[config.mk]
export PLATFORM = sky130hd
export DESIGN_NAME = iso14443a_card_select_sequencer_unit
export DESIGN_NICKNAME = d
export VERILOG_FILES = /design/src/rtl/core/isocs_pkg.sv /design/src/rtl/core/isocs_step.sv /design/src/rtl/core/iso14443a_card_select_sequencer_unit.sv
export VERILOG_INCLUDE_DIRS = /design/src /design/src/rtl/core
export SDC_FILE = /design/constraint.sdc
export NUM_CORES = 1
export LEC_CHECK = 0
export BUFFER_PORTS_ARGS = -buffer_cell sky130_fd_sc_hd__buf_2
export CAP_MARGIN = 5
export CORE_MARGIN = 8
export CORE_UTILIZATION = 35
export CTS_CLUSTER_DIAMETER = 40
export CTS_CLUSTER_SIZE = 10
export DETAILED_ROUTE_END_ITERATION = 6
export SETUP_SLACK_MARGIN = 0.5
export SLEW_MARGIN = 20
export SYNTH_ARGS = -nofsm -noshare
export SYNTH_HDL_FRONTEND = slang
export SYNTH_SLANG_ARGS = --single-unit
export TNS_END_PERCENT = 30
[constraint.sdc]
create_clock -name clk_i -period 12.2 [get_ports clk_i]
set_input_delay 1.22 -clock clk_i [delete_from_list [all_inputs] [get_ports clk_i]]
set_output_delay 1.22 -clock clk_i [all_outputs]
set_load 0.02 [all_outputs]
[src/rtl/core/iso14443a_card_select_sequencer_unit_macros.svh]
// Assertion macros shared by the card select sequencer RTL.
`ifndef ISO14443A_CARD_SELECT_SEQUENCER_UNIT_MACROS_SVH
`define ISO14443A_CARD_SELECT_SEQUENCER_UNIT_MACROS_SVH

`ifndef SYNTH

// Check a property on every clock edge outside reset.
`define ISOCS_ASSERT(lbl, prop, msg) \
  lbl: assert property (@(posedge clk_i) disable iff (!rst_ni) (prop)) else $error(msg);

// Check a property only when a condition holds.
`define ISOCS_ASSERT_IF(lbl, cond, prop, msg) \
  lbl: assert property (@(posedge clk_i) disable iff (!rst_ni) (cond) |-> (prop)) \
    else $error(msg);

`else

`define ISOCS_ASSERT(lbl, prop, msg)
`define ISOCS_ASSERT_IF(lbl, cond, prop, msg)

`endif

`endif

[src/rtl/core/isocs_pkg.sv]
// Types and constants of the ISO14443A card select sequencer.
`default_nettype none

package isocs_pkg;

  typedef enum logic [2:0] {
    PH_IDLE = 3'd0,
    PH_REQ  = 3'd1,
    PH_WUP  = 3'd2,
    PH_AC   = 3'd3,
    PH_SEL  = 3'd4
  } phase_e;

  // Frame kinds
  localparam logic [2:0] KIND_NONE  = 3'd0;
  localparam logic [2:0] KIND_REQA  = 3'd1;
  localparam logic [2:0] KIND_WUPA  = 3'd2;
  localparam logic [2:0] KIND_ANTIC = 3'd3;
  localparam logic [2:0] KIND_SEL   = 3'd4;

  // Completion status
  localparam logic [1:0] ST_OK        = 2'd0;
  localparam logic [1:0] ST_NO_CARD   = 2'd1;
  localparam logic [1:0] ST_COLLISION = 2'd2;
  localparam logic [1:0] ST_PROTOCOL  = 2'd3;

  localparam logic [7:0] CASCADE_TAG = 8'h88;
  localparam int unsigned SAK_CASCADE_BIT = 2;
  localparam logic [7:0] SEL_BASE = 8'h93;

  // Input commands
  localparam logic FUNC_START = 1'b0;

  typedef struct packed {
    phase_e      phase;
    logic [1:0]  level;
    logic [2:0]  attempts;
    logic [39:0] level_uid;
    logic [3:0]  uid_count;
    logic [15:0] atqa;
    logic [7:0]  sak;
  } state_t;

  typedef struct packed {
    logic [2:0]  tx_kind;
    logic [7:0]  tx_sel;
    logic [39:0] tx_uid;
    logic        delay_first;
    logic        done_res;
    logic [1:0]  status;
    logic [15:0] atqa_value;
    logic [7:0]  sak_value;
    logic [31:0] uid_chunk;
    logic [2:0]  chunk_len;
    logic [3:0]  uid_total;
  } result_t;

  // SEL code of a cascade level: 0x93, 0x95, 0x97
  function automatic logic [7:0] sel_code(input logic [1:0] lv);
    sel_code = SEL_BASE + {5'd0, lv, 1'b0};
  endfunction

endpackage

`default_nettype wire

[src/rtl/core/isocs_step.sv]
// Next-state and result logic for one sequencer transaction.
`default_nettype none

module isocs_step import isocs_pkg::*; #(
  parameter int unsigned MAX_LEVELS = 3
) (
  input  state_t      cur_i,
  input  logic        func_i,
  input  logic [2:0]  resp_len_i,
  input  logic [39:0] resp_data_i,
  input  logic [2:0]  tries_i,
  output state_t      nxt_o,
  output result_t     res_o
);

  localparam logic [1:0] LastLevel = 2'(MAX_LEVELS - 1);

  logic [2:0]  tries;
  logic [2:0]  att_inc;
  logic        is_tag;
  logic [31:0] chunk;
  logic [2:0]  clen;

  assign tries   = (tries_i == 3'd0) ? 3'd1 : tries_i;
  assign att_inc = cur_i.attempts + 3'd1;
  assign is_tag  = (cur_i.level_uid[7:0] == CASCADE_TAG);
  assign chunk   = is_tag ? {8'd0, cur_i.level_uid[31:8]} : cur_i.level_uid[31:0];
  assign clen    = is_tag ? 3'd3 : 3'd4;

  always_comb begin
    nxt_o = cur_i;
    res_o = '0;
    res_o.tx_kind = KIND_NONE;
    if (func_i == FUNC_START) begin
      nxt_o = '0;
      nxt_o.phase = PH_REQ;
      res_o.tx_kind = KIND_REQA;
    end else begin
      case (cur_i.phase)
        PH_REQ, PH_WUP: begin
          if (resp_len_i >= 3'd2) begin
            nxt_o.atqa     = resp_data_i[15:0];
            nxt_o.level    = 2'd0;
            nxt_o.attempts = 3'd0;
            nxt_o.phase    = PH_AC;
            res_o.tx_kind  = KIND_ANTIC;
            res_o.tx_sel   = sel_code(2'd0);
          end else if (cur_i.phase == PH_REQ) begin
            nxt_o.phase       = PH_WUP;
            res_o.tx_kind     = KIND_WUPA;
            res_o.delay_first = 1'b1;
          end else begin
            nxt_o.phase    = PH_IDLE;
            res_o.done_res = 1'b1;
            res_o.status   = ST_NO_CARD;
          end
        end
        PH_AC: begin
          if (resp_len_i == 3'd5) begin
            nxt_o.level_uid = resp_data_i;
            nxt_o.phase     = PH_SEL;
            res_o.tx_kind   = KIND_SEL;
            res_o.tx_sel    = sel_code(cur_i.level);
            res_o.tx_uid    = resp_data_i;
          end else begin
            nxt_o.attempts = att_inc;
            if (att_inc >= tries) begin
              nxt_o.phase    = PH_IDLE;
              res_o.done_res = 1'b1;
              res_o.status   = ST_COLLISION;
            end else begin
              res_o.tx_kind     = KIND_ANTIC;
              res_o.tx_sel      = sel_code(cur_i.level);
              res_o.delay_first = 1'b1;
            end
          end
        end
        PH_SEL: begin
          if (resp_len_i >= 3'd1) begin
            nxt_o.sak       = resp_data_i[7:0];
            nxt_o.uid_count = cur_i.uid_count + {1'b0, clen};
            res_o.uid_chunk = chunk;
            res_o.chunk_len = clen;
            if (resp_data_i[SAK_CASCADE_BIT] && (cur_i.level < LastLevel)) begin
              nxt_o.level    = cur_i.level + 2'd1;
              nxt_o.attempts = 3'd0;
              nxt_o.phase    = PH_AC;
              res_o.tx_kind  = KIND_ANTIC;
              res_o.tx_sel   = sel_code(cur_i.level + 2'd1);
            end else begin
              nxt_o.phase    = PH_IDLE;
              res_o.done_res = 1'b1;
              res_o.status   = ST_OK;
            end
          end else begin
            nxt_o.phase    = PH_IDLE;
            res_o.done_res = 1'b1;
            res_o.status   = ST_PROTOCOL;
          end
        end
        default: begin
          // Idle: drop the response, show held values
        end
      endcase
    end
    res_o.atqa_value = nxt_o.atqa;
    res_o.sak_value  = nxt_o.sak;
    res_o.uid_total  = nxt_o.uid_count;
  end

endmodule

`default_nettype wire

[src/rtl/core/iso14443a_card_select_sequencer_unit.sv]
// Top level of the ISO14443A card select sequencer.
`default_nettype none

`include "iso14443a_card_select_sequencer_unit_macros.svh"

// Reader-side sequencer for ISO14443A card selection. Send a start transaction
// (tuser 0) to begin: the block answers with REQA. Feed every radio answer or
// timeout back as a response transaction (tuser 1, length 0 for a timeout) and
// each one yields exactly one result transaction naming the next frame to
// transmit (REQA, WUPA, anticollision or SELECT with its SEL code and five
// UID/BCC bytes), whether to wait 5 ms first, and on completion the status
// together with ATQA, SAK and the UID bytes gathered at this level. A start
// transaction while busy restarts the sequence and clears the held data; a
// response while idle gives an empty result that shows the held values.
// Throughput is one transaction per clock while the result stream is not stalled;
// each transaction passes through the input register and the result register
// around the combinational step logic that reads and updates the sequencer state.
// Write anticoll_tries only while the block is idle; 0 behaves as 1.
module iso14443a_card_select_sequencer_unit import isocs_pkg::*; #(
  parameter int unsigned MAX_LEVELS = 3
) (
  input  logic         clk_i,
  input  logic         rst_ni,
  // Configuration: anticoll_tries
  input  logic         cfg_we_i,
  input  logic [2:0]   cfg_wdata_i,
  // Response / start stream
  input  logic         s_axis_tvalid,
  output logic         s_axis_tready,
  input  logic [47:0]  s_axis_tdata,  // resp_len[2:0], resp_data[42:3], zero[47:43]
  input  logic         s_axis_tuser,  // func[0]
  // Result stream
  output logic         m_axis_tvalid,
  input  logic         m_axis_tready,
  // tx_sel[7:0], tx_uid[47:8], delay_first[48], done_res[49], status[51:50],
  // atqa_value[67:52], sak_value[75:68], uid_chunk[107:76], chunk_len[110:108],
  // uid_total[114:111], zero[119:115]
  output logic [119:0] m_axis_tdata,
  output logic [2:0]   m_axis_tuser   // tx_kind[2:0]
);

  logic [2:0]  tries_q;

  // Input register
  logic        in_vld_q;
  logic        func_q;
  logic [2:0]  len_q;
  logic [39:0] data_q;

  // Sequencer state
  state_t      state_q, state_d;

  // Result register
  logic        out_vld_q;
  result_t     res_q, res_d;

  logic        in_acc;
  logic        advance;

  // Step one item whenever the result register is free or being drained
  assign advance       = in_vld_q && (!out_vld_q || m_axis_tready);
  assign s_axis_tready = !in_vld_q || advance;
  assign in_acc        = s_axis_tvalid && s_axis_tready;

  isocs_step #(
    .MAX_LEVELS(MAX_LEVELS)
  ) u_step (
    .cur_i       (state_q),
    .func_i      (func_q),
    .resp_len_i  (len_q),
    .resp_data_i (data_q),
    .tries_i     (tries_q),
    .nxt_o       (state_d),
    .res_o       (res_d)
  );

  // Configuration register
  always_ff @(posedge clk_i or negedge rst_ni) begin
    if (!rst_ni) begin
      tries_q <= 3'd3;
    end else if (cfg_we_i) begin
      tries_q <= cfg_wdata_i;
    end
  end

  // Control: input and result valid flags, sequencer state
  always_ff @(posedge clk_i or negedge rst_ni) begin
    if (!rst_ni) begin
      in_vld_q  <= 1'b0;
      out_vld_q <= 1'b0;
      state_q   <= '0;
    end else begin
      if (in_acc) begin
        in_vld_q <= 1'b1;
      end else if (advance) begin
        in_vld_q <= 1'b0;
      end
      if (advance) begin
        out_vld_q <= 1'b1;
        state_q   <= state_d;
      end else if (m_axis_tready) begin
        out_vld_q <= 1'b0;
      end
    end
  end

  // Payload: hold until the next transaction replaces it
  always_ff @(posedge clk_i) begin
    if (in_acc) begin
      func_q <= s_axis_tuser;
      len_q  <= s_axis_tdata[2:0];
      data_q <= s_axis_tdata[42:3];
    end
    if (advance) begin
      res_q <= res_d;
    end
  end

  assign m_axis_tvalid = out_vld_q;
  assign m_axis_tuser  = res_q.tx_kind;
  assign m_axis_tdata  = {5'd0, res_q.uid_total, res_q.chunk_len, res_q.uid_chunk,
                          res_q.sak_value, res_q.atqa_value, res_q.status,
                          res_q.done_res, res_q.delay_first, res_q.tx_uid,
                          res_q.tx_sel};

  // A stepped item always lands in the result register
  `ISOCS_ASSERT(a_step_lands, advance |=> out_vld_q, "stepped item not presented")
  // A held input item is never dropped without stepping
  `ISOCS_ASSERT(a_in_kept, (in_vld_q && !advance) |=> in_vld_q, "input item lost")
  // Completion always returns the sequencer to idle
  `ISOCS_ASSERT(a_done_idle, (advance && res_d.done_res) |=> (state_q.phase == PH_IDLE),
                "done without returning to idle")
  // Status is only meaningful on completion
  `ISOCS_ASSERT_IF(a_status_done, out_vld_q && !res_q.done_res, res_q.status == ST_OK,
                   "status set without done")
  // A UID chunk is three or four bytes, or none
  `ISOCS_ASSERT_IF(a_chunk_len, out_vld_q,
                   (res_q.chunk_len == 3'd0) || (res_q.chunk_len == 3'd3) ||
                   (res_q.chunk_len == 3'd4), "bad chunk length")

endmodule

`default_nettype wire

### After elaboration in Yosys (flattened, before gate mapping)

Index checks and enable logic that the tools add are counted.

| word-level totals | value |
|---|---|
| register bits after elaboration | 235 |
| bits in latches | 0 |
| RAM bits | 0 |
| memory bits (read-only) | 0 |
| input port bits | 57 |
| output and inout bits | 125 |
| word-level logic and storage cells | 115 |
| memories | 0 |

| operators by class | value |
|---|---|
| add/subtract/negate cells | 5 |
| multipliers | 0 |
| divide/modulo/power cells | 0 |
| order comparisons | 4 |
| equality and inequality tests | 15 |
| shift-type cells | 0 |
| muxes and demuxes | 45 |
| bitwise logic cells | 3 |
| reductions and logical operators | 18 |

Operators by type and width:

| operator | count |
|---|---|
| two-way mux 40 bit | 2 |
| two-way mux 76 bit | 1 |
| one-hot mux 11 bit (3 select lines) | 1 |
| two-way mux 16 bit | 2 |
| two-way mux 3 bit | 10 |
| one-hot mux 3 bit (3 select lines) | 3 |
| two-way mux 24 bit | 1 |
| two-way mux 8 bit | 3 |
| two-way mux 11 bit | 2 |
| two-way mux 10 bit | 2 |
| adder 8 x 3 -> 8 bit, first input constant | 2 |
| two-way mux 4 bit | 4 |
| two-way mux 5 bit | 3 |
| AND reduction 3 bit | 4 |
| inequality test 3 x 2 -> 1 bit, second input constant | 3 |
| equality test 8 bit, second input constant | 1 |
| equality test 3 x 2 -> 1 bit, second input constant | 2 |
| equality test 3 bit, second input constant | 2 |
| two-way mux 1 bit | 6 |
| two-way mux 2 bit | 3 |
| AND reduction 6 bit | 1 |
| AND reduction 5 bit | 1 |
| adder 4 x 3 -> 4 bit | 1 |
| inequality test 2 x 1 -> 1 bit, second input constant | 2 |
| other kinds (21) | 28 |

### Depth between registers and ports, before layout

Gate-level depths: netlist of the first run.

| logic depth | value |
|---|---|
| word-level depth | 7 |
| mapped depth | 11 |
| gate-level depth less buffers | 10 |

### By module

Synthesis of the first run repeated with hierarchy kept, for this count alone.

| second synthesis, totals | value |
|---|---|
| cell total of the unflattened synthesis | 856 |
| area total of the unflattened synthesis | 10,732.8 um^2 |

By module, submodules not included:

| module | times used | cells each | area each (um^2) | seq. area each (um^2) |
|---|---|---|---|---|
| iso14443a_card_select_sequencer_unit | 1 | 343 | 8,049.0 | 6,894.1 |
| isocs_step | 1 | 513 | 2,683.8 | 0.0 |

### Worst setup path after synthesis of the first run

No wires, ideal clock.

| timing | value |
|---|---|
| path kind | input port to flip-flop |
| from | input m_axis_tready |
| to | register state_q[74] (netlist bit) |
| library setup time | 0.126 ns |
| arrival | 5.558 ns |
| required time | 12.074 ns |
| slack | 6.516 ns |
| stages on the path | 6 |
| path buffers | 1 |
| cells stage by stage | nand2b_1 nand2_1 inv_2 clkbuf_1 o21ai_0 o2bb2ai_1 |

| on the way | value |
|---|---|
| cells in the longest elaborated chain, start to end | 3 |

Ends and longest elaborated chain:

| element | RTL line | RTL |
|---|---|---|
| start, declared | iso14443a_card_select_sequencer_unit.sv:34 | `input logic m_axis_tready,` |
| logical OR 1 bit | iso14443a_card_select_sequencer_unit.sv:61 | `assign advance = in_vld_q && (!out_vld_q \|\| m_axis_tready);` |
| logical AND 1 bit | iso14443a_card_select_sequencer_unit.sv:61 |  |
| net advance | iso14443a_card_select_sequencer_unit.sv:58 | `logic advance;` |
| AND reduction 3 bit (no source line) | n/a |  |
| end signal, assigned | iso14443a_card_select_sequencer_unit.sv:100 | `state_q <= state_d;` |
| end, declared | iso14443a_card_select_sequencer_unit.sv:51 | `state_t state_q, state_d;` |

The timed path passes the listed nets, and every way through them passes these cells.
A chain may end at the register's enable or synchronous reset.

==> results_dict.tcl, run 1 <==
set metrics [dict create \
    synth-async-reset-ratio_pct 31.74 \
    finalSetupViolations 0 \
    grt_start_max_net_pins 87 \
    synth_simple_gate_area_share_pct 12.97 \
    diodes 0 \
    synth_seq_cells 230 \
    swShare_pct 28.59 \
    synthMuxAreaShare_pct 1.789 \
    ys.warnings.count 0 \
    avgSynthCellArea_sq_um 13.29 \
    dp_hpwl_mm 14.81 \
    startpoint_type "flop" \
    initial_core_util_pct 35.70 \
    worstSetupPathType "flop to flop" \
    row_count 59 \
    crit_buf_inv 2 \
    min_path_type "flop to flop" \
    crit_arrival_ps 4110 \
    timing.rr.end "state_q[25]" \
    skew_ps 19.64 \
    routed.top_layer "met4" \
    drc 0 \
    synth_top_area_cell "edfxtp_1" \
    rsz0062_at_grt "false" \
    synth_adder_area_share_pct 1.426 \
    netlist_area_sq_um 9303 \
    status "complete, no violations" \
    final_hold_viol_count 0 \
    cts.sinks 230 \
    cp_cell_sequence "nor4b_1, nand2_1, clkinv_1, ha_1, inv_1, fa_1, a211oi_1, mux2_2" \
    peakVddDrop_mv 0.1196 \
    postLayoutCoreUtil_pct 45.04 \
    vias 6081 \
    power_density_nw_per_um2 208.9 \
    first_iter_violations 469 \
    min_period_over_period_pct 30.05 \
    slowest_stage "clkinv_1" \
    worstSetupStartpoint "state_q[31]" \
    drt-met1-wl_mm 10.17 \
    gr-usage-all-layers_pct 14.47 \
    wl_met2_mm 11.04 \
    grt_pass1_wl_mm 36.02 \
    grt_pass1_vias 6207 \
    critPathCaptureType "flop" \
    worstReg2RegStart "state_q[31]" \
    synth_area_leaders "edfxtp_1, dfrtp_1, nand2_1" \
    die_w_microns 179.0 \
    slew_headroom_pct 33.77 \
    hold_path.startpoint "in_vld_q" \
    synth_compound_area_share_pct 10.15 \
    layout_setup_ws_ps 8534 \
    antenna_left 0 \
    worst_path_dominant_cell_family "buffers and inverters" \
    antenna_found_initial 0 \
    drtPass1Iterations 5 \
    holdWs_ps 484.6 \
    clk_latency_ps 510 \
    area_growth_pct 26.16 \
    cp_max_fo 27 \
    cp.required_ps 12640 \
    r2r_slack_ps 8530 \
    synth_top_family_by_area "simple AND/OR/NAND/NOR gates" \
    pwr-share-seq_pct 40.8 \
    cts-root-buf "clkbuf_16" \
    p_int_mw 1.751 \
    synth_xor_area_share_pct 0.4707 \
    portBuffers 169 \
    cts_tree "built" \
    grt-ovfl-total 0 \
    syn_inst 700 \
    synth_flop_cell "edfxtp_1" \
    final_nets 945 \
    wl_per_cell_microns 18.79 \
    via_per_inst 4.892 \
    yosysTopAreaCellShare_pct 50.68 \
    postCtsResizedCells 0 \
    met3WireLength_mm 1.668 \
    critPathMaxStageDelay_ps 950 \
    pwr-share-clk_pct 42.7 \
    die_area_sq_um 32050 \
    ctsHoldBuffers 0 \
    synth-edff-count 157 \
    min_to "m_axis_tvalid" \
    max_freq_mhz 272.7 \
    power_leakage_nw 4.856 \
    synth-seq-area-share_pct 70.34 \
    drive_above_1_share_pct 30.40 \
    die_y_microns 179.0 \
    comb_power_share_pct 16.5 \
    clkTransAtPathRegs_ps 50 \
    period_minus_slack_ps 3666 \
    h-tree-depth 2 \
    worst_slew_pin_slew_ps 993.5 \
    max-cap-violations 0 \
    clockBufferDepth 3 \
    cts_buffers 38 \
    fin_tns_setup_ps 0 \
    io_pins 182 \
    routabilityCongestion 0.7565 \
    dpl_worst_slack_ps 8464 \
    hold_depth 1 \
    switchingPower_mw 0.7011 \
    cts_setup_buffers 0 \
    ys_types 56 \
    finalWirelength_mm 23.36 \
    slew_viol_final 0 \
    worst_r2r_path_depth 8 \
    fillerInstances 2382 \
    core_area_sq_um 26060 \
]
## cells in the mapped netlist (8+ instances only)
cell	number
mux2_2	12
clkbuf_1	26
o21ai_0	10
ha_1	9
a21oi_1	48
dfrtp_1	71
a22o_1	49
and2_1	49
a21oi_2	8
buf_4	13
nand3_1	20
edfxtp_1	157
nand2_1	126
nor2_1	20
## placed cells by master, fill, tap and decap left out, types with 4 or more instances in the layout
master	Yosys	layout
inv_6	0	5
conb_1	1	7
inv_1	6	6
nor2_1	20	20
a21oi_2	8	8
nand2_1	126	125
nand3_1	20	20
o21ai_0	10	10
clkinv_4	0	4
and2_1	49	48
buf_4	13	10
dfrtp_1	71	71
a21oi_1	48	48
clkbuf_16	0	39
a22o_1	49	49
clkbuf_1	26	8
ha_1	9	9
mux2_2	12	12
xnor2_1	4	4
edfxtp_1	157	157
nand2b_1	7	7
buf_2	5	168
## how the worst max path moves through the flow
| stage | slack [ps] | depth (start not counted) | endpoint |
|---|---|---|---|
| CTS | 8520 | 8 | state_q[25] |
| detailed placement | 8460 | 7 | state_q[24] |
| floorplan | 6520 | 6 | state_q[74] |
| global placement | 8490 | 7 | state_q[3] |
| global route | 8170 | 9 | m_axis_tdata[114] |
| finish | 8530 | 8 | state_q[25] |
## metal layers
layer | track usage (%) | vias to the layer above
met4 | 4.754 | 0
met2 | 23.05 | 219
met5 | 0 | -
li1 | - | 2883
met3 | 3.265 | 40
met1 | 19.28 | 2939
## flip-flops by register name (all words and copies together) (netlist names), 3 cells and up
signal	cells
m_axis_tdata	110
m_axis_tuser	3
len_q	3
tries_q	3
data_q	40
state_q	68
## area by class of cell
class                           instances  area [sq um]  area share (%)
Clock buffer                           49          1033           8.806
Clock inverter                         21         237.7           2.026
Inverter                                8         35.03          0.2985
Multi-Input combinational cell        421          2540           21.64
Sequential cell                       230          6544           55.76
Tap cell                              335         419.2           3.571
Timing Repair Buffer                  179         927.1           7.900
## cells by family after synthesis
kind of cell / after synthesis
AO/OA/AOI/OAI: 135
adder cells (fa/ha/maj): 10
other: 1
multiplexers: 15
XOR/XNOR: 5
flip-flops: 230
buffers and inverters: 55
AND/OR/NAND/NOR: 249
## power by group through the flow
stage               Combinational (mW)  Clock [mW]  Sequential, mW
CTS                              0.412        1.07            1.00
finish                           0.405        1.05            1.00
global route                     0.454        1.10            1.01
global placement                 0.405           0            1.01
detailed placement               0.409           0            1.01
floorplan                        0.258           0            1.04
## through the flow
step | power [mW] | cell area, sq um | instances
after detailed placement | 1.423 | 10460 | 1173
after global routing | 2.569 | 11740 | 1243
after CTS | 2.487 | 11730 | 1243
after floorplan | 1.299 | 9325 | 706
after global placement | 1.416 | 10460 | 1173
final | 2.452 | 11740 | 1243
Note: power is estimated with default switching activity, not from simulation.
==> run 2, diff against run 1 <==
==> constraint.sdc (replaced) <==
create_clock -name clk_i -period 3.76 [get_ports clk_i]
set_input_delay 0.376 -clock clk_i [delete_from_list [all_inputs] [get_ports clk_i]]
set_output_delay 0.376 -clock clk_i [all_outputs]
set_load 0.02 [all_outputs]
==> results_dict.tcl, run 2 (synthesis results as in run 1) <==
set metrics [dict create \
    status "complete, no violations" \
    worstReg2RegStart "state_q[68]" \
    max-cap-violations 0 \
    min_period_over_period_pct 66.35 \
    first_iter_violations 462 \
    portBuffers 169 \
    cp_max_fo 5 \
    crit_arrival_ps 2770 \
    layout_commonest_cell "buf_2" \
    core_area_sq_um 26060 \
    drive_above_1_share_pct 30.78 \
    routabilityCongestion 0.7917 \
    io_pins 182 \
    clk_latency_ps 510 \
    final_cell_mix "buf_2, edfxtp_1, nand2_1" \
    clockBufferDepth 3 \
    die_area_sq_um 32050 \
    wl_per_cell_microns 19.34 \
    worst_slew_pin_slew_ps 1021 \
    grt_pass1_vias 6325 \
    worst_path_dominant_cell_family "simple AND/OR/NAND/NOR gates" \
    rsz0062_at_grt "false" \
    antenna_found_initial 0 \
    cts_buffers 38 \
    die_w_microns 179.0 \
    final_nets 950 \
    slew_viol_final 0 \
    power_leakage_nw 4.928 \
    cts-root-buf "clkbuf_16" \
    grt-ovfl-total 0 \
    period_minus_slack_ps 2495 \
    cp.required_ps 4030 \
    peakVddDrop_mv 0.4844 \
    cts.sinks 230 \
    power_density_nw_per_um2 693.1 \
    grt_pass1_wl_mm 36.66 \
    worstSetupStartpoint "state_q[68]" \
    hold_path.startpoint "s_axis_tdata[38]" \
    largest_reg_flops 110 \
    critPathCaptureType "flop" \
    clkTransAtPathRegs_ps 50 \
    startpoint_type "flop" \
    cp_cell_sequence "ha_1, xor2_1, ha_1, a21oi_1, o21ai_0, or3_1, o21ai_0, nor4b_1" \
    critPathMaxStageDelay_ps 420 \
    die_y_microns 179.0 \
    dp_cells 1177 \
    final_hold_viol_count 0 \
    crit_buf_inv 0 \
    diodes 0 \
    cts_tree "built" \
    slew_headroom_pct 31.45 \
    worstSetupPathType "flop to flop" \
    initial_core_util_pct 35.70 \
    dp_hpwl_mm 15.30 \
    postLayoutCoreUtil_pct 45.53 \
    via_per_inst 4.993 \
    min_path_type "input pin to flop" \
    postCtsResizedCells 0 \
    drtPass1Iterations 5 \
    finalSetupViolations 0 \
    vias 6231 \
    row_count 59 \
    h-tree-depth 2 \
    fin_cells 1248 \
    antenna_left 0 \
    grt_start_max_net_pins 76 \
    fin_tns_setup_ps 0 \
    area_growth_pct 27.53 \
    slowest_stage "dfrtp_1" \
    skew_ps 13.81 \
    drc 0 \
    gr-usage-all-layers_pct 14.74 \
    max_freq_mhz 400.8 \
    finalWirelength_mm 24.13 \
]
[run 2: cell count changes in the layout (fill, tap and decap cells not counted), sizes merged]
cell / delta
buf: +4
clkinv: -4
bufinv: +3
clkbuf: +2
clkinvlp: -1
dlygate4sd3: +1
[run 2: per-stage QoR]
step                hold WS [ps]  cell area, sq um  total power [mW]  worst slack, ps
floorplan                  80.41              9326             4.208            778.9
global placement           466.3             10500             4.603             1290
detailed placement         479.8             10500             4.633             1320
CTS                        14.67             11850             8.332             1247
global route               14.32             11860             8.596             1064
finish                     39.96             11860             8.223             1265
[run 2: layout make-up]
cell class | count | area, sq um
Sequential cell | 230 | 6544
Multi-Input combinational cell | 421 | 2537
Timing Repair Buffer | 184 | 979.7
Clock buffer | 51 | 1061
Tap cell | 335 | 419.2
Fill cell | 2360 | 14190
Inverter | 8 | 35.03
Clock inverter | 19 | 287.8
[run 2: final timing paths]
path | to | slack [ps] | depth (start not counted)
setup / recovery | m_axis_tdata[48] | 1270 | 8
hold / removal | data_q[35] | 40 | 1
setup reg to reg | m_axis_tdata[48] | 1270 | 8
hold reg to reg | m_axis_tvalid | 480 | 1
max in group asynchronous | state_q[49] | 2760 | 2
min in group asynchronous | state_q[72] | 490 | 2
[run 2: timing repair]
action	4_1_cts	5_1_grt
hold endpoints to repair	0	71
hold buffers	0	1
buffers inserted	0	0
[run 2: per-layer routing]
layer  global-route usage (%)  vias up  part of all wire (%)
met5                        0        -                     0
met3                    3.201       38                   7.2
met4                    5.270        0                   2.1
li1                         -     2882                     -
met1                    18.96     3092                    42
met2                    24.18      219                    49
[run 2: power by group]
group	internal, mW	switching, mW
Combinational	0.457	0.881
Clock	2.42	1.22
Sequential	3.05	0.193
==> run 3, diff against run 2 <==
--- a/config.mk
+++ b/config.mk
@@ -6,6 +6,7 @@
 export SDC_FILE = /design/constraint.sdc
 export NUM_CORES = 1
 export LEC_CHECK = 0
+export ABC_AREA = 1
 export BUFFER_PORTS_ARGS = -buffer_cell sky130_fd_sc_hd__buf_2
 export CAP_MARGIN = 5
 export CORE_MARGIN = 8
==> constraint.sdc (replaced) <==
create_clock -name clk_i -period 2.4 [get_ports clk_i]
set_input_delay 0.24 -clock clk_i [delete_from_list [all_inputs] [get_ports clk_i]]
set_output_delay 0.24 -clock clk_i [all_outputs]
set_load 0.02 [all_outputs]
==> results_dict.tcl, run 3 <==
set metrics [dict create \
    final_nets 1183 \
    cts_buffers 36 \
    die_y_microns 181.6 \
    worst_slew_pin_slew_ps 603.8 \
    syn_inst 869 \
    cp_cell_sequence "inv_1, nand4_1, nor2_4, ha_4, inv_2, fa_2, xor2_1, nand2_1, nand3_2, inv_2" \
    h-tree-depth 2 \
    power_density_nw_per_um2 991.2 \
    diodes 0 \
    timing.rr.end "m_axis_tdata[113]" \
    core_area_sq_um 26950 \
    max-cap-violations 0 \
    ys_top_cells_by_count "nand2_1, edfxtp_1, inv_1" \
    cp.required_ps 2660 \
    clkTransAtPathRegs_ps 50 \
    cp_max_fo 3 \
    slew_viol_final 0 \
    worst_path_dominant_cell_family "simple AND/OR/NAND/NOR gates" \
    row_count 60 \
    antenna_left 0 \
    io_pins 182 \
    hold_path.startpoint "m_axis_tready" \
    synth_flop_cell "edfxtp_1" \
    synth-seq-area-share_pct 68.20 \
    via_per_inst 4.629 \
    slew_headroom_pct 59.74 \
    synth-edff-count 157 \
    cp-endpoint "m_axis_tdata[113]" \
    cts_tree "built" \
    dp_hpwl_mm 16.84 \
    max_freq_mhz 510.9 \
    r2r_slack_ps 440 \
    avgSynthCellArea_sq_um 11.04 \
    routabilityCongestion 0.8555 \
    die_w_microns 181.6 \
    fin_tns_setup_ps 0 \
    vias 6855 \
    critPathCaptureType "flop" \
    first_iter_violations 521 \
    synth_seq_cells 230 \
    grt-ovfl-total 0 \
    crit_buf_inv 3 \
    ys_types 31 \
    period_minus_slack_ps 1957 \
    critPathMaxStageDelay_ps 370 \
    die_area_sq_um 32970 \
    slowest_stage "dfrtp_1" \
    final_hold_viol_count 0 \
    portBuffers 169 \
    min_path_type "input pin to flop" \
    wl_per_cell_microns 16.67 \
    cts-root-buf "clkbuf_16" \
    clockBufferDepth 3 \
    area_growth_pct 32.06 \
    rsz0062_at_grt "true" \
    peakVddDrop_mv 0.3942 \
    finalSetupViolations 0 \
    synth_area_leaders "edfxtp_1, dfrtp_1, nand2_1" \
    startpoint_type "flop" \
    initial_core_util_pct 35.60 \
    synth_top_area_cell "edfxtp_1" \
    layout_commonest_cell "nand2_1" \
    worst_r2r_path_depth 10 \
    cpMostUsedCell "inv_2" \
    synth_most_common_cell "nand2_1" \
    drc 0 \
    antenna_found_initial 0 \
    netlist_area_sq_um 9595 \
    crit_arrival_ps 2220 \
    drtPass1Iterations 7 \
    status "complete, no violations" \
    skew_ps 16.46 \
    grt_pass1_vias 7133 \
    drive_above_1_share_pct 27.28 \
    power_mw 12.56 \
    min_period_over_period_pct 81.56 \
    cts.sinks 230 \
    power_leakage_nw 5.775 \
    worst-path-stages 10 \
    worstSetupStartpoint "state_q[32]" \
    yosysTopAreaCellShare_pct 49.13 \
    worstSetupPathType "flop to flop" \
    grt_start_max_net_pins 71 \
    clk_latency_ps 500 \
    gr-usage-all-layers_pct 14.81 \
    ys.warnings.count 0 \
    grt_pass1_wl_mm 38.72 \
    worstReg2RegStart "state_q[32]" \
    largest_reg_flops 110 \
    synth-async-reset-ratio_pct 31.74 \
    finalWirelength_mm 24.70 \
    final_cell_mix "nand2_1, buf_2, edfxtp_1" \
]
[run 3: cell types whose count changed after synthesis, moves of 11 or more]
cell,change
nand2_1,+97
mux2_2,-12
inv_1,+120
a22o_1,-49
nor2_1,+28
nand4_1,+21
nor2_4,+11
a21oi_1,-38
and3_1,+17
clkbuf_1,-14
o21ai_0,+40
and2_1,-49
o22ai_1,+19
[run 3: timing repair]
| item | in CTS | in global routing |
|---|---|---|
| hold buffers | 50 | 0 |
| buffers inserted | 5 | 6 |
| resized for setup | 18 | 20 |
| setup endpoints to repair | 18 | 67 |
| pin swaps | 8 | 16 |
| hold endpoints to repair | 85 | 0 |
[run 3: cell families (layout without fill, tap and decap cells)]
kind of cell	count (synthesis)	in the layout	share of synthesized area, %
simple gates	372	372	17.64
flops	230	230	68.20
buf+inv	172	437	8.006
compound gates	82	82	4.551
fa+ha+maj	10	10	1.382
xor+xnor	2	2	0.1826
other cells	1	7	0.03908
[run 3: area by class of cell]
| cell class | instances | area, sq um |
|---|---|---|
| Inverter | 128 | 489.2 |
| Clock inverter | 19 | 185.2 |
| Multi-Input combinational cell | 473 | 2449 |
| Timing Repair Buffer | 247 | 1609 |
| Clock buffer | 43 | 968.4 |
| Fill cell | 2493 | 14280 |
| Sequential cell | 230 | 6545 |
| Tap cell | 341 | 426.7 |
[run 3: worst min-delay path by stage]
stage	to	slack [ps]	cells after the start
CTS	m_axis_tvalid	10	4
global placement	state_q[46]	290	1
finish	m_axis_tvalid	30	4
floorplan	in_vld_q	-60	0
detailed placement	state_q[47]	300	1
global route	m_axis_tvalid	50	4
[run 3: metal layers]
| metal | global-route usage [%] | up-vias | share of wire (%) | wire [microns] |
|---|---|---|---|---|
| li1 | - | 3352 | - | - |
| met1 | 17.32 | 3241 | 41 | 10040 |
| met3 | 4.531 | 57 | 7.4 | 1817 |
| met2 | 25.39 | 205 | 49 | 12180 |
| met5 | 0 | - | 0 | 0 |
| met4 | 5.280 | 0 | 2.7 | 655 |
[run 3: where the power goes]
group | internal, mW | switching, mW
sequential | 4.93 | 0.217
clock | 3.19 | 1.75
combinational | 0.758 | 1.71
total | 8.88 | 3.68
[run 3: stage by stage]
step / std cells / hold WS [ps] / instance area (sq um) / utilization, % / worst slack [ps]
global route: 1481 / 50.66 / 12670 / 47.02 / 356.5
CTS: 1475 / 13.10 / 12570 / 46.65 / 458.5
finish: 1481 / 29.66 / 12670 / 47.02 / 442.6
detailed placement: 1358 / 300.2 / 10790 / 40.04 / 180.7
floorplan: 875 / -55.59 / 9632 / - / 446.5
global placement: 1358 / 291.7 / 10790 / 40.04 / 247.6
[run 3: worst reg2reg max path, cell delays in order, from the launching register on]
cell,delay (ps)
dfrtp_1,370
inv_1,80
nand4_1,160
nor2_4,220
ha_4,160
inv_2,40
fa_2,330
xor2_1,160
nand2_1,80
nand3_2,80
inv_2,40
